==> config.mk <==
export PLATFORM = sky130hd
export DESIGN_NAME = stmc_search
export DESIGN_NICKNAME = d
export VERILOG_FILES = /design/src/rtl/stmc_pkg.sv /design/src/rtl/stmc_search.sv
export SDC_FILE = /design/constraint.sdc
export NUM_CORES = 1
export LEC_CHECK = 0
export BUFFER_PORTS_ARGS = -buffer_cell sky130_fd_sc_hd__buf_2
export CORE_ASPECT_RATIO = 0.6
export CORE_MARGIN = 1.5
export CORE_UTILIZATION = 32
export CTS_CLUSTER_SIZE = 30
export DETAILED_ROUTE_END_ITERATION = 8
export PLACE_DENSITY = 0.59
export SETUP_SLACK_MARGIN = 0.05
export SYNTH_ARGS = -nofsm -noshare
export SYNTH_HDL_FRONTEND = slang
export SYNTH_SLANG_ARGS = --single-unit
==> constraint.sdc <==
create_clock -name clk -period 7.5 [get_ports clk]
set_input_delay 0.75 -clock clk [delete_from_list [all_inputs] [get_ports clk]]
set_output_delay 0.75 -clock clk [all_outputs]
set_load 0.005 [all_outputs]
==> src/rtl/stmc_pkg.sv <==
`timescale 1ns / 1ps
// ----------------------------------------------------------------------------
// stmc_pkg: shared types and constants of the sorted table membership counter
// Table geometry, request codes and the handshake structs between the
// search sequencer and the top level.
// ----------------------------------------------------------------------------
package stmc_pkg;

  localparam int TABLE_DEPTH = 1024;
  localparam int VALUE_BITS  = 32;
  localparam int HIT_BITS    = 32;
  localparam int ADDR_W      = $clog2(TABLE_DEPTH);
  // Count must hold the full depth itself
  localparam int CNT_W       = $clog2(TABLE_DEPTH + 1);

  typedef logic [VALUE_BITS-1:0] value_t;
  typedef logic [ADDR_W-1:0]     addr_t;
  typedef logic [CNT_W-1:0]      cnt_t;
  typedef logic [HIT_BITS-1:0]   hit_t;

  typedef enum logic [1:0] {
    REQ_CLEAR = 2'd0,
    REQ_LOAD  = 2'd1,
    REQ_QUERY = 2'd2,
    REQ_NONE  = 2'd3
  } req_t;

  localparam hit_t HIT_MAX = {HIT_BITS{1'b1}};

  typedef struct packed {
    logic   start;
    value_t key;
    cnt_t   count;
  } search_req_t;

  typedef struct packed {
    logic done;
    logic hit;
  } search_rsp_t;

endpackage

==> src/rtl/stmc_search.sv <==
`timescale 1ns / 1ps
// ----------------------------------------------------------------------------
// stmc_search: binary search sequencer
// Keeps a half-open window [lo, hi), probes its middle one entry per cycle
// and narrows the window with a single shared signed compare.
// ----------------------------------------------------------------------------
module stmc_search (
  input  logic                 clk,
  input  logic                 rst_n,
  input  stmc_pkg::search_req_t req,
  input  stmc_pkg::value_t     rd_data,
  output logic                 rd_en,
  output stmc_pkg::addr_t      rd_addr,
  output stmc_pkg::search_rsp_t rsp
);

  typedef enum logic {
    S_IDLE,
    S_PROBE
  } state_t;

  state_t             state_r, state_nxt;
  stmc_pkg::cnt_t     lo_r, lo_nxt;
  stmc_pkg::cnt_t     hi_r, hi_nxt;
  stmc_pkg::cnt_t     mid_r, mid_nxt;
  stmc_pkg::value_t   key_r, key_nxt;
  logic               done_r, done_nxt;
  logic               hit_r, hit_nxt;
  logic               probe_eq;
  logic               probe_lt;

  // Middle of [lo, hi): lo + (hi - lo - 1) / 2, valid while lo < hi
  function automatic stmc_pkg::cnt_t mid_of(stmc_pkg::cnt_t lo, stmc_pkg::cnt_t hi);
    stmc_pkg::cnt_t span;
    span = hi - lo - stmc_pkg::cnt_t'(1);
    return lo + (span >> 1);
  endfunction

  assign probe_eq = (rd_data == key_r);
  assign probe_lt = ($signed(rd_data) < $signed(key_r));

  always_comb begin
    state_nxt = state_r;
    lo_nxt    = lo_r;
    hi_nxt    = hi_r;
    key_nxt   = key_r;
    done_nxt  = 1'b0;
    hit_nxt   = hit_r;
    rd_en     = 1'b0;
    unique case (state_r)
      S_IDLE: begin
        if (req.start) begin
          lo_nxt  = '0;
          hi_nxt  = req.count;
          key_nxt = req.key;
          if (req.count == '0) begin
            done_nxt = 1'b1;
            hit_nxt  = 1'b0;
          end else begin
            rd_en     = 1'b1;
            state_nxt = S_PROBE;
          end
        end
      end
      S_PROBE: begin
        if (probe_eq) begin
          done_nxt  = 1'b1;
          hit_nxt   = 1'b1;
          state_nxt = S_IDLE;
        end else begin
          if (probe_lt) begin
            lo_nxt = mid_r + stmc_pkg::cnt_t'(1);
          end else begin
            hi_nxt = mid_r;
          end
          if (lo_nxt >= hi_nxt) begin
            done_nxt  = 1'b1;
            hit_nxt   = 1'b0;
            state_nxt = S_IDLE;
          end else begin
            rd_en = 1'b1;
          end
        end
      end
      default: state_nxt = S_IDLE;
    endcase
    mid_nxt = mid_of(lo_nxt, hi_nxt);
  end

  assign rd_addr = mid_nxt[stmc_pkg::ADDR_W-1:0];

  always_ff @(posedge clk) begin
    if (!rst_n) begin
      state_r <= S_IDLE;
      done_r  <= 1'b0;
    end else begin
      state_r <= state_nxt;
      done_r  <= done_nxt;
    end
    lo_r  <= lo_nxt;
    hi_r  <= hi_nxt;
    mid_r <= mid_nxt;
    key_r <= key_nxt;
    hit_r <= hit_nxt;
  end

  assign rsp.done = done_r;
  assign rsp.hit  = hit_r;

endmodule
# Word level (Yosys, flattened, before mapping)
# Cells that the tools add are included.
op_classes:
  add_sub_neg: 4
  n_reduce_logical: 3
  eq_ne: 4
  n_mux: 27
  magnitude_cmp: 2
  n_bitwise: 1
op_table:
  columns: ["op", "count"]
  rows:
  - ["$mux 11", 10]
  - ["$pmux 11 s2", 2]
  - ["$eq 32x32->1", 1]
  - ["$lt 32x32->1", 1]
  - ["$mux 1", 12]
  - ["$add 11x1->11 const B", 1]
  - ["$add 11x10->11", 1]
  - ["$ge 11x11->1", 1]
  - ["$logic_not 11->1", 1]
  - ["$sub 11x1->11 const B", 1]
  - ["$sub 11x11->11", 1]
  - ["$pmux 1 s2", 3]
  - ["$ne 2x2->1 const B", 2]
  - ["$ne 3x1->1 const B", 1]
  - ["$reduce_and 3->1", 1]
  - ["$reduce_and 2->1", 1]
  - ["$not 1->1", 1]
word_totals:
  ff_bits: 68
  word_cells: 48
  out_inout_bits: 13
  in_bits: 78

# Depth between registers and ports, before layout
# Gate-level depths: netlist (run 1).
depth:
  word_depth: 9
  depth_mapped: 29
  ltp_nobuf: 26

# Worst setup path before layout (run 1)
# Ideal clock, no wire load.
synth_path:
  kind: "input to output"
  start: "in rd_data[30]"
  end: "out rd_addr[9]"
  stages: 26
  t_arrival_ns: 5.374
  path_slack_ns: 1.376
  required_time_ns: 6.750
  cell_sequence: "ha_1 -> nand3_1 -> nor4_2 -> a221oi_4 -> o311a_2 -> a21oi_2 -> buf_6 -> clkbuf_1 -> nand2_1 -> o21ai_0 -> a21o_1 -> inv_1 -> ha_1 -> and3_1 -> a2111oi_0 -> o311ai_1 -> a31oi_2 -> o21bai_1 -> a21oi_1 -> xnor2_1 -> ha_1 -> inv_1 -> nor3_1 -> o211ai_1 -> o311ai_1 -> buf_4"
synth_between:
  elab_chain_len: 9
synth_rtl:
  columns: ["item", "line_no", "rtl"]
  rows:
  - ["start, declared", "stmc_search.sv:11", "input stmc_pkg::value_t rd_data,"]
  - ["$lt 32x32->1", "stmc_search.sv:40", "assign probe_lt = ($signed(rd_data) < $signed(key_r));"]
  - ["$mux 11", "stmc_search.sv:71", "if (probe_lt) begin"]
  - ["$mux 11", "stmc_search.sv:66", "if (probe_eq) begin"]
  - ["$mux 11", "stmc_search.sv:50", "unique case (state_r)"]
  - ["$mux 11 (*)", "stmc_search.sv:66", null]
  - ["$pmux 11 s2 (*)", "stmc_search.sv:50", null]
  - ["named net lo_nxt[3]", "stmc_search.sv:23", "stmc_pkg::cnt_t lo_r, lo_nxt;"]
  - ["$sub 11x11->11", "stmc_search.sv:35", "span = hi - lo - stmc_pkg::cnt_t'(1);"]
  - ["$sub 11x1->11", "stmc_search.sv:35", null]
  - ["$add 11x10->11 (*)", "stmc_search.sv:36", "return lo + (span >> 1);"]
  - ["end, declared", "stmc_search.sv:13", "output stmc_pkg::addr_t rd_addr,"]
# The timed path passes the listed nets; every way through them passes the cells marked *. The select of a mux whose other input is x is not followed.

# Final worst setup path (run 1)
layout_path:
  start: "in rd_data[29]"
  end: "out rd_addr[9]"
layout_between:
  elab_chain_len: 9
layout_rtl:
  columns: ["item", "line_no", "rtl"]
  rows:
  - ["$lt 32x32->1", "stmc_search.sv:40", null]
  - ["$mux 11", "stmc_search.sv:71", null]
  - ["$mux 11", "stmc_search.sv:66", null]
  - ["$mux 11", "stmc_search.sv:50", null]
  - ["$mux 11 (*)", "stmc_search.sv:66", null]
  - ["$pmux 11 s2 (*)", "stmc_search.sv:50", null]
  - ["named net hi_nxt[0]", "stmc_search.sv:24", "stmc_pkg::cnt_t hi_r, hi_nxt;"]
  - ["$sub 11x11->11 (*)", "stmc_search.sv:35", null]
  - ["$sub 11x1->11 (*)", "stmc_search.sv:35", null]
  - ["$add 11x10->11 (*)", "stmc_search.sv:36", null]
# Marked as above.

==> qor.csv, run 1 <==
stage;metric;value;unit
critical_path;endpoint_kind;output port;
cts;numCtsBuffers;9;
logic_synthesis;synth_warnings;0;
final_layout;drive_above_1_share;24.6;%
critical_path;critical_path_class;in -> out;
global_route;grt_pass1_vias;4063;
cts;cts-resized-gates;0;
global_route;grt_first_pass_wirelength;20200;um
job;maxCapViolCount;0;
timing;relSlewSlack;55.9;%
drt;vias;4025;
placed_design;place_congestion;0.837;
status;status;complete, no violations;
global_route;grt_max_degree;25;
logic_synthesis;synth-adder-area-share;15.1;%
global_route;overflow;0;
logic_synthesis;synth_compound_area_share;20.0;%
timing;skew;0.00742;ns
critical_path;worstPathCellList;buf_2 -> ha_1 -> nand3_1 -> nor3_2 -> nand4_1 -> and2_1 -> nor2_2 -> a21oi_2 -> o221a_2 -> nor2b_2 -> ha_1 -> a311o_1 -> o211ai_1 -> o311ai_1 -> a31oi_2 -> o21bai_1 -> a21oi_1 -> xnor2_1 -> ha_1 -> inv_1 -> nor3_1 -> o211ai_1 -> o311ai_1 -> buf_2;
critical_path;timing.critical_path.mode_cell;ha_1;
drt;drt-initial-drc-count;243;
logic_synthesis;synth_fp_nets;646;
cts;clkLatencyLatePin;0.33;ns
critical_path;cp_slowest_cell;nor3_2;
logic_synthesis;synth_edf_count;33;
logic_synthesis;synthXorXnorAreaFrac;7.67;%
logic_synthesis;netlist_instances;513;
floorplanning;num_rows;34;
global_route;antenna_found_initial;0;
critical_path;cp_max_fo;13;
timing;fmax;144;MHz
placed_design;port-buffer-count;90;
floorplanning;fp.dieArea;16200;um2
critical_path;critPathLaunchType;input port;
cts;clkTransAtPathRegs;0.05;ns
logic_synthesis;syn_area;4940;um2
critical_path;worst_ep_required_time;6.75;ns
critical_path;crit_arrival;6.21;ns
logic_synthesis;ys.flop_type;dfxtp_1;
final_layout;syn_to_final_growth;17.6;%
timing;min_period_over_period;92.8;%
logic_synthesis;synth-simple-area-share;13.9;%
drt;drcViolationCount;0;
logic_synthesis;synth-async-reset-ratio;0;%
timing;tightestPinTransition;0.662;ns
floorplanning;die_x;163;um
floorplanning;die_h;99.3;um
global_route;grt_use_total;15.9;%
timing;timing.setup.tns;0;ns
floorplanning;start_util;33.4;%
logic_synthesis;synth_seq_cells;68;
critical_path;cpLargestDelayFamily;simple AND/OR/NAND/NOR gates;
cts;cts_htree_levels;3;
floorplanning;ios;91;
timing;report.final.hold_viol_count;0;
cts;cts_setup_buffers;0;
logic_synthesis;yosysSeqAreaShare;34.2;%
final_layout;final_common_cell;buf_2;
critical_path;reg2reg_slack;1.84;ns
floorplanning;core_area;14800;um2
drt;wire_per_inst;15.7;um
logic_synthesis;muxShareOfSynthArea;1.87;%
logic_synthesis;synth_top_family_by_area;compound AO/OA/AOI/OAI gates;
timing;fin_crit;6.96;ns
timing;drv_slew;0;
critical_path;max_stage_delay;0.43;ns
drt;first_pass_iters;4;
logic_synthesis;syn_area_per_cell;9.63;um2
final_layout;nets;729;
drt;viasPerCell;5.04;
final_layout;diodes;0;
drt;routed_wirelength;12600;um
final_layout;layout_common_cells;buf_2, inv_1, ha_1;
placed_design;hpwl;10100;um
cts;clk_path_buf_depth;2;
timing;setup_violations;0;
critical_path;critPathBufInv;3;
cts;cts_hold_buf;0;
logic_synthesis;synthDistinctLibCells;86;
cts;cts_tree;built;
drt;ant_nets;0;
worst_hold_path;hold_path_class;reg -> reg;
timing;grt_setup_unrepaired;false;
cts;cts.sink_count;68;
cts;root_buffer;clkbuf_16;
## cells by family (layout without fill, tap and decap cells)
kind of cell,count (synthesis),after routing
simple gates,133,133
mux,8,8
xor+xnor,36,36
fa+ha+maj,60,60
compound gates,130,130
flops,68,68
buf+inv,78,166
## synthesized netlist by cell type (7+ instances only)
cell | instances | area (um2)
inv_1 | 55 | 206
a21oi_1 | 30 | 150
buf_4 | 12 | 90.1
nand2_1 | 50 | 188
mux2i_1 | 7 | 70.1
xor2_1 | 11 | 96.3
a21o_1 | 11 | 82.6
edfxtp_1 | 33 | 991
xnor2_1 | 21 | 184
o21ai_0 | 20 | 100
nor2_1 | 23 | 86.3
ha_1 | 54 | 676
nand3_1 | 11 | 55.1
dfxtp_1 | 35 | 701
## stage by stage
step	worst slack [ns]	utilization (%)	area, um2	instances	hold WS, ns
after floorplan	1.38	-	4940	513	0.455
after global placement	0.612	37.3	5520	783	0.475
after detailed placement	0.566	37.3	5520	783	0.494
after CTS	0.545	39.2	5810	799	0.502
after global routing	0.168	39.2	5810	799	0.507
final	0.539	39.2	5810	799	0.499
## metal layers
metal	GRT usage, %	part of all wire, %	up-vias
met4	4.52	1.4	0
li1	-	-	2015
met1	22.7	52	1858
met2	24.1	40	140
met3	3.59	6.7	12
met5	0	0	-
## registers in the layout, indices dropped and copies added (netlist names)
name	count
state_r	1
key_r	32
hit_r	1
lo_r	11
mid_r	11
done_r	1
hi_r	11
## final cells by class
cell class / count / area (um2)
inverters: 57 / 214
flip-flops and latches: 68 / 1690
clock inverters: 5 / 33.8
repair buffers: 93 / 473
well taps: 198 / 248
multi-input cells: 367 / 2900
clock buffers: 11 / 254
fillers: 1469 / 8990
## final timing paths
| path | from | end | cells past startpoint |
|---|---|---|---|
| worst min register to register | lo_r[5] | lo_r[5] | 1 |
| worst max-delay path | rd_data[29] | rd_addr[9] | 24 |
| worst min-delay path | lo_r[5] | lo_r[5] | 1 |
| worst max register to register | key_r[23] | mid_r[8] | 21 |
Power of run 1 is not shown: default switching activity piles up to over one toggle a cycle in this logic, so the estimate is an artifact.
==> run 2: changes to the inputs <==
--- a/config.mk
+++ b/config.mk
@@ -5,13 +5,14 @@
 export SDC_FILE = /design/constraint.sdc
 export NUM_CORES = 1
 export LEC_CHECK = 0
-export BUFFER_PORTS_ARGS = -buffer_cell sky130_fd_sc_hd__buf_2
+export BUFFER_PORTS_ARGS = -buffer_cell sky130_fd_sc_hd__buf_4
 export CORE_ASPECT_RATIO = 0.6
 export CORE_MARGIN = 1.5
 export CORE_UTILIZATION = 32
 export CTS_CLUSTER_SIZE = 30
 export DETAILED_ROUTE_END_ITERATION = 8
 export PLACE_DENSITY = 0.59
+export REMOVE_ABC_BUFFERS = 1
 export SETUP_SLACK_MARGIN = 0.05
 export SYNTH_ARGS = -nofsm -noshare
 export SYNTH_HDL_FRONTEND = slang
==> qor.csv, run 2 (same netlist as run 1, synthesis figures left out) <==
stage;metric;value;unit;change
status;status;complete, no violations;;
floorplanning;core_area;14800;um2;unchanged
final_layout;drive_above_1_share;24.9;%;+0.25 points
global_route;use_met2;24.3;%;+0.29 points
timing;grt_setup_unrepaired;false;;
floorplanning;die_h;99.3;um;unchanged
drt;drcViolationCount;0;;unchanged
job;maxCapViolCount;0;;unchanged
timing;fmax;145;MHz;+0.90%
global_route;busiest_layer;met1;;
critical_path;max_stage_delay;0.53;ns;+0.10 ns
critical_path;critical_path_class;in -> out;;
drt;vias;4027;;+0.050%
cts;root_buffer;clkbuf_16;;
cts;cts_htree_levels;3;;unchanged
critical_path;timing.critical_path.mode_cell;ha_1;;
placed_design;place_congestion;0.876;;+4.7%
cts;cts.sink_count;68;;unchanged
global_route;grt_use_total;16.8;%;+0.81 points
timing;min_period_over_period;92.0;%;-0.83 points
floorplanning;die_x;163;um;unchanged
cts;clkTransAtPathRegs;0.05;ns;about the same
timing;drv_slew;0;;unchanged
placed_design;port-buffer-count;90;;unchanged
timing;report.final.hold_viol_count;0;;unchanged
critical_path;cp_max_fo;24;;+11
floorplanning;ios;91;;unchanged
final_layout;layout_common_cells;buf_4, inv_1, ha_1;;
global_route;antenna_found_initial;0;;unchanged
timing;skew;0.00722;ns;-0.000206 ns
timing;tightestPinTransition;0.864;ns;+0.202 ns
critical_path;endpoint_kind;output port;;
floorplanning;start_util;33.4;%;unchanged
global_route;grt_first_pass_wirelength;20900;um;+3.5%
drt;wire_per_inst;16.4;um;+4.0%
critical_path;cp_slowest_cell;a2111oi_0;;
drt;routed_wirelength;13100;um;+4.3%
final_layout;syn_to_final_growth;23.4;%;
cts;clkLatencyLatePin;0.34;ns;about the same
timing;setup_violations;0;;unchanged
global_route;met3_usage;3.63;%;+0.042 points
drt;ant_nets;0;;unchanged
cts;cts_setup_buffers;0;;unchanged
final_layout;seqCellArea;1690;um2;unchanged
worst_hold_path;hold_path_class;reg -> reg;;
final_layout;max_flop_register;key_r;;
drt;first_pass_iters;5;;+1
timing;relSlewSlack;42.4;%;-13 points
timing;fin_crit;6.90;ns;-0.0624 ns
final_layout;n_fill_cell;1432;;-2.5%
final_layout;largest_register_ffs;32;;unchanged
critical_path;worstPathCellList;buf_4 -> ha_1 -> nand2_1 -> nor3_2 -> a221oi_4 -> o311a_2 -> a21o_4 -> mux2i_1 -> o21ai_0 -> ha_1 -> inv_1 -> a2111oi_0 -> a2111oi_0 -> o311ai_1 -> a31oi_2 -> o21bai_1 -> a21oi_1 -> xnor2_1 -> ha_1 -> inv_1 -> nor3_1 -> o211ai_1 -> o311ai_1 -> buf_4;;
cts;clk_path_buf_depth;2;;unchanged
cts;numCtsBuffers;9;;unchanged
global_route;grt_pass1_vias;4027;;-0.89%
floorplanning;fp.dieArea;16200;um2;unchanged
final_layout;multi_input_area;2900;um2;+0.26%
global_route;use_met1;25.1;%;+2.4 points
floorplanning;num_rows;34;;unchanged
critical_path;crit_arrival;6.15;ns;-0.06 ns
final_layout;diodes;0;;unchanged
placed_design;hpwl;10700;um;+5.8%
critical_path;critPathLaunchType;input port;;
timing;timing.setup.tns;0;ns;unchanged
critical_path;worst_ep_required_time;6.75;ns;about the same
global_route;overflow;0;;unchanged
final_layout;nets;731;;+0.27%
drt;viasPerCell;5.03;;-0.20%
cts;cts_tree;built;;
global_route;grt_max_degree;25;;unchanged
final_layout;final_common_cell;buf_4;;
drt;drt-initial-drc-count;245;;+0.82%
run 2: worst max-delay path: cells and delay by family:
| family | cells | cell delay [ns] |
|---|---|---|
| AOI/OAI and AO/OA | 12 | 3.02 |
| adders and majority gates | 3 | 0.98 |
| and+or+nand+nor | 3 | 0.52 |
| xor gates and xnor gates | 1 | 0.08 |
| buffers and inverters | 4 | 0.51 |
| muxes | 1 | 0.29 |
run 2: worst paths after layout:
kind	startpoint	to	slack, ns	cells past startpoint
max	rd_data[31]	rd_addr[9]	0.60	24
min	lo_r[5]	lo_r[5]	0.49	1
max reg2reg	key_r[23]	mid_r[9]	1.87	24
min reg2reg	lo_r[5]	lo_r[5]	0.49	1
run 2: timing repair:
action,in CTS,in global routing
resized for setup,0,1
setup endpoints to repair,0,1
hold buffers,0,0
run 2: final cells by class:
type	count	area share (%)
Clock buffer	10	3.92
Clock inverter	6	1.44
Inverter	57	3.51
Multi-Input combinational cell	367	47.6
Sequential cell	68	27.7
Tap cell	198	4.06
Timing Repair Buffer	95	11.7
run 2: stage by stage:
step           instance area [um2]  setup WS (ns)  hold slack (ns)  util [%]  instances
6_report                      6100          0.602            0.493      41.2        801
2_1_floorplan                 4800           1.33            0.455         -        492
5_1_grt                       6100          0.122            0.507      41.2        801
3_3_place_gp                  5760          0.670            0.471      38.9        785
4_1_cts                       6090          0.448            0.490      41.1        801
3_5_place_dp                  5760          0.459            0.483      38.9        785
run 2: routing by layer:
layer  wire length (um)  vias to the layer above  part of all wire (%)
met1               6720                     1865                    51
met4                125                        0                  0.95
met3                984                       11                   7.5
li1                   -                     2019                     -
met2               5280                      132                    40
met5                  0                        -                     0
Power of run 2 is left out for the same reason.
==> run 3: changes to the inputs <==
--- a/config.mk
+++ b/config.mk
@@ -7,13 +7,12 @@
 export LEC_CHECK = 0
 export BUFFER_PORTS_ARGS = -buffer_cell sky130_fd_sc_hd__buf_4
 export CORE_ASPECT_RATIO = 0.6
-export CORE_MARGIN = 1.5
 export CORE_UTILIZATION = 32
 export CTS_CLUSTER_SIZE = 30
 export DETAILED_ROUTE_END_ITERATION = 8
-export PLACE_DENSITY = 0.59
 export REMOVE_ABC_BUFFERS = 1
 export SETUP_SLACK_MARGIN = 0.05
+export SKIP_CTS_REPAIR_TIMING = 1
 export SYNTH_ARGS = -nofsm -noshare
 export SYNTH_HDL_FRONTEND = slang
 export SYNTH_SLANG_ARGS = --single-unit
==> qor.csv, run 3 (same netlist as run 1, synthesis figures left out) <==
stage;metric;value;unit;change
final_layout;largest_register_ffs;32;;unchanged
critical_path;endpoint_kind;output port;;
cts;clk_path_buf_depth;2;;unchanged
timing;fin_crit;6.93;ns;+0.0307 ns
status;status;complete, no violations;;
critical_path;worst_ep_required_time;6.75;ns;about the same
worst_hold_path;min_path_cells;1;;unchanged
global_route;grt_max_degree;25;;unchanged
drt;first_pass_iters;5;;unchanged
floorplanning;fp.dieArea;16000;um2;-1.6%
floorplanning;core_area;14800;um2;-0.29%
final_layout;finalInstanceArea;6080;um2;-0.27%
cts;cts_htree_levels;3;;unchanged
critical_path;critPathLaunchType;input port;;
cts;cts_tree;built;;
cts;clkLatencyLatePin;0.34;ns;about the same
cts;numCtsBuffers;9;;unchanged
floorplanning;num_rows;34;;unchanged
critical_path;r2r_start;key_r[9];;
timing;min_period_over_period;92.4;%;+0.41 points
critical_path;reg2reg_slack;1.84;ns;-0.03 ns
final_layout;nets;731;;unchanged
drt;routed_wirelength;13300;um;+1.8%
placed_design;pre_cts_ws;0.444;ns;-0.0149 ns
worst_hold_path;hold_path_class;reg -> reg;;
global_route;grt_use_total;17.5;%;+0.74 points
floorplanning;die_x;162;um;-0.61%
timing;fmax;144;MHz;-0.44%
global_route;grt_first_pass_wirelength;21400;um;+2.3%
timing;relSlewSlack;37.1;%;-5.3 points
cts;clkTransAtPathRegs;0.06;ns;about the same
final_layout;seqCellArea;1690;um2;unchanged
floorplanning;start_util;33.5;%;+0.096 points
drt;viasPerCell;5.07;;+0.94%
timing;setup_ws;0.571;ns;-0.0307 ns
job;maxCapViolCount;0;;unchanged
worst_hold_path;hold_end;lo_r[7];;
floorplanning;die_h;98.3;um;-1.0%
final_layout;max_flop_register;key_r;;
cts;root_buffer;clkbuf_16;;
timing;timing.hold.ws;0.498;ns;+0.00556 ns
final_layout;multi_input_area;2900;um2;unchanged
global_route;overflow;0;;unchanged
drt;ant_nets;0;;unchanged
critical_path;r2r_end;mid_r[9];;
final_layout;layout_common_cells;buf_4, inv_1, ha_1;;
cts;cts.sink_count;68;;unchanged
critical_path;crit_arrival;6.18;ns;+0.03 ns
final_layout;diodes;0;;unchanged
timing;tightestPinTransition;0.943;ns;+0.0789 ns
final_layout;drive_above_1_share;24.7;%;-0.17 points
drt;drcViolationCount;0;;unchanged
drt;vias;4065;;+0.94%
timing;setup_violations;0;;unchanged
floorplanning;ios;91;;unchanged
timing;report.final.hold_viol_count;0;;unchanged
critical_path;critical_path_class;in -> out;;
timing;drv_slew;0;;unchanged
timing;timing.setup.tns;0;ns;unchanged
placed_design;place_congestion;0.859;;-2.0%
drt;drt-initial-drc-count;201;;-18%
final_layout;syn_to_final_growth;23.0;%;
critical_path;worstRegToRegCells;24;;unchanged
placed_design;dpl-instance-area;5760;um2;unchanged
worst_hold_path;min_from;lo_r[7];;
placed_design;hpwl;10800;um;+1.1%
timing;grt_setup_unrepaired;false;;
critical_path;cp_max_fo;13;;-46%
global_route;antenna_found_initial;0;;unchanged
placed_design;port-buffer-count;90;;unchanged
final_layout;n_fill_cell;1467;;+2.4%
drt;wire_per_inst;16.7;um;+1.8%
timing;skew;0.00649;ns;-0.000726 ns
final_layout;final_common_cell;buf_4;;
global_route;grt_pass1_vias;4151;;+3.1%
run 3: cell count changes in the layout (fill, tap and decap cells not counted), sizes merged:
cell      previous run  this run
clkinvlp             2         1
clkbuf              10        11
run 3: stage by stage:
step / utilization (%) / std cells
floorplan: - / 492
global placement: 39.0 / 785
detailed placement: 39.0 / 785
CTS: 41.1 / 801
global route: 41.2 / 801
finish: 41.2 / 801
run 3: worst max-delay path by stage:
stage | startpoint | endpoint
finish | rd_data[23] | rd_addr[9]
global route | rd_data[23] | rd_addr[9]
CTS | rd_data[9] | rd_addr[9]
detailed placement | rd_data[9] | rd_addr[9]
global placement | rd_data[29] | rd_addr[8]
floorplan | rd_data[14] | rd_addr[8]
run 3: critical path: stages:
cell and delay (ns):
buf_4 0.11, ha_1 0.32, nand4_1 0.15, nor3_1 0.45, nand4_1 0.21, and2_1 0.41
nor2_2 0.38, a21oi_2 0.08, o221a_2 0.31, nor2b_2 0.20, ha_1 0.23, a311o_1 0.31
o211ai_1 0.13, o311ai_1 0.15, a31oi_2 0.35, o21bai_1 0.10, a21oi_1 0.20, xnor2_1 0.10
ha_1 0.35, inv_1 0.12, nand3_1 0.09, o21ai_0 0.12, a221oi_2 0.22, o311ai_1 0.16
buf_4 0.16
run 3: layout make-up:
type                       count  share of cell area [%]
tap                          198                    4.07
multi-input combinational    367                    47.8
timing repair buffer          95                    11.7
clock buffer                  11                    3.83
inverter                      57                    3.52
clock inverter                 5                    1.28
sequential                    68                    27.8
run 3: routing by layer:
layer,share of wire (%),vias up,GRT usage [%],wire (um)
li1,-,2018,-,-
met1,49,1895,25.0,6500
met2,42,142,25.7,5580
met3,8.6,10,5.01,1150
met4,0.87,0,3.99,116
met5,0,-,0,0
Power of run 3 is left out for the same reason.
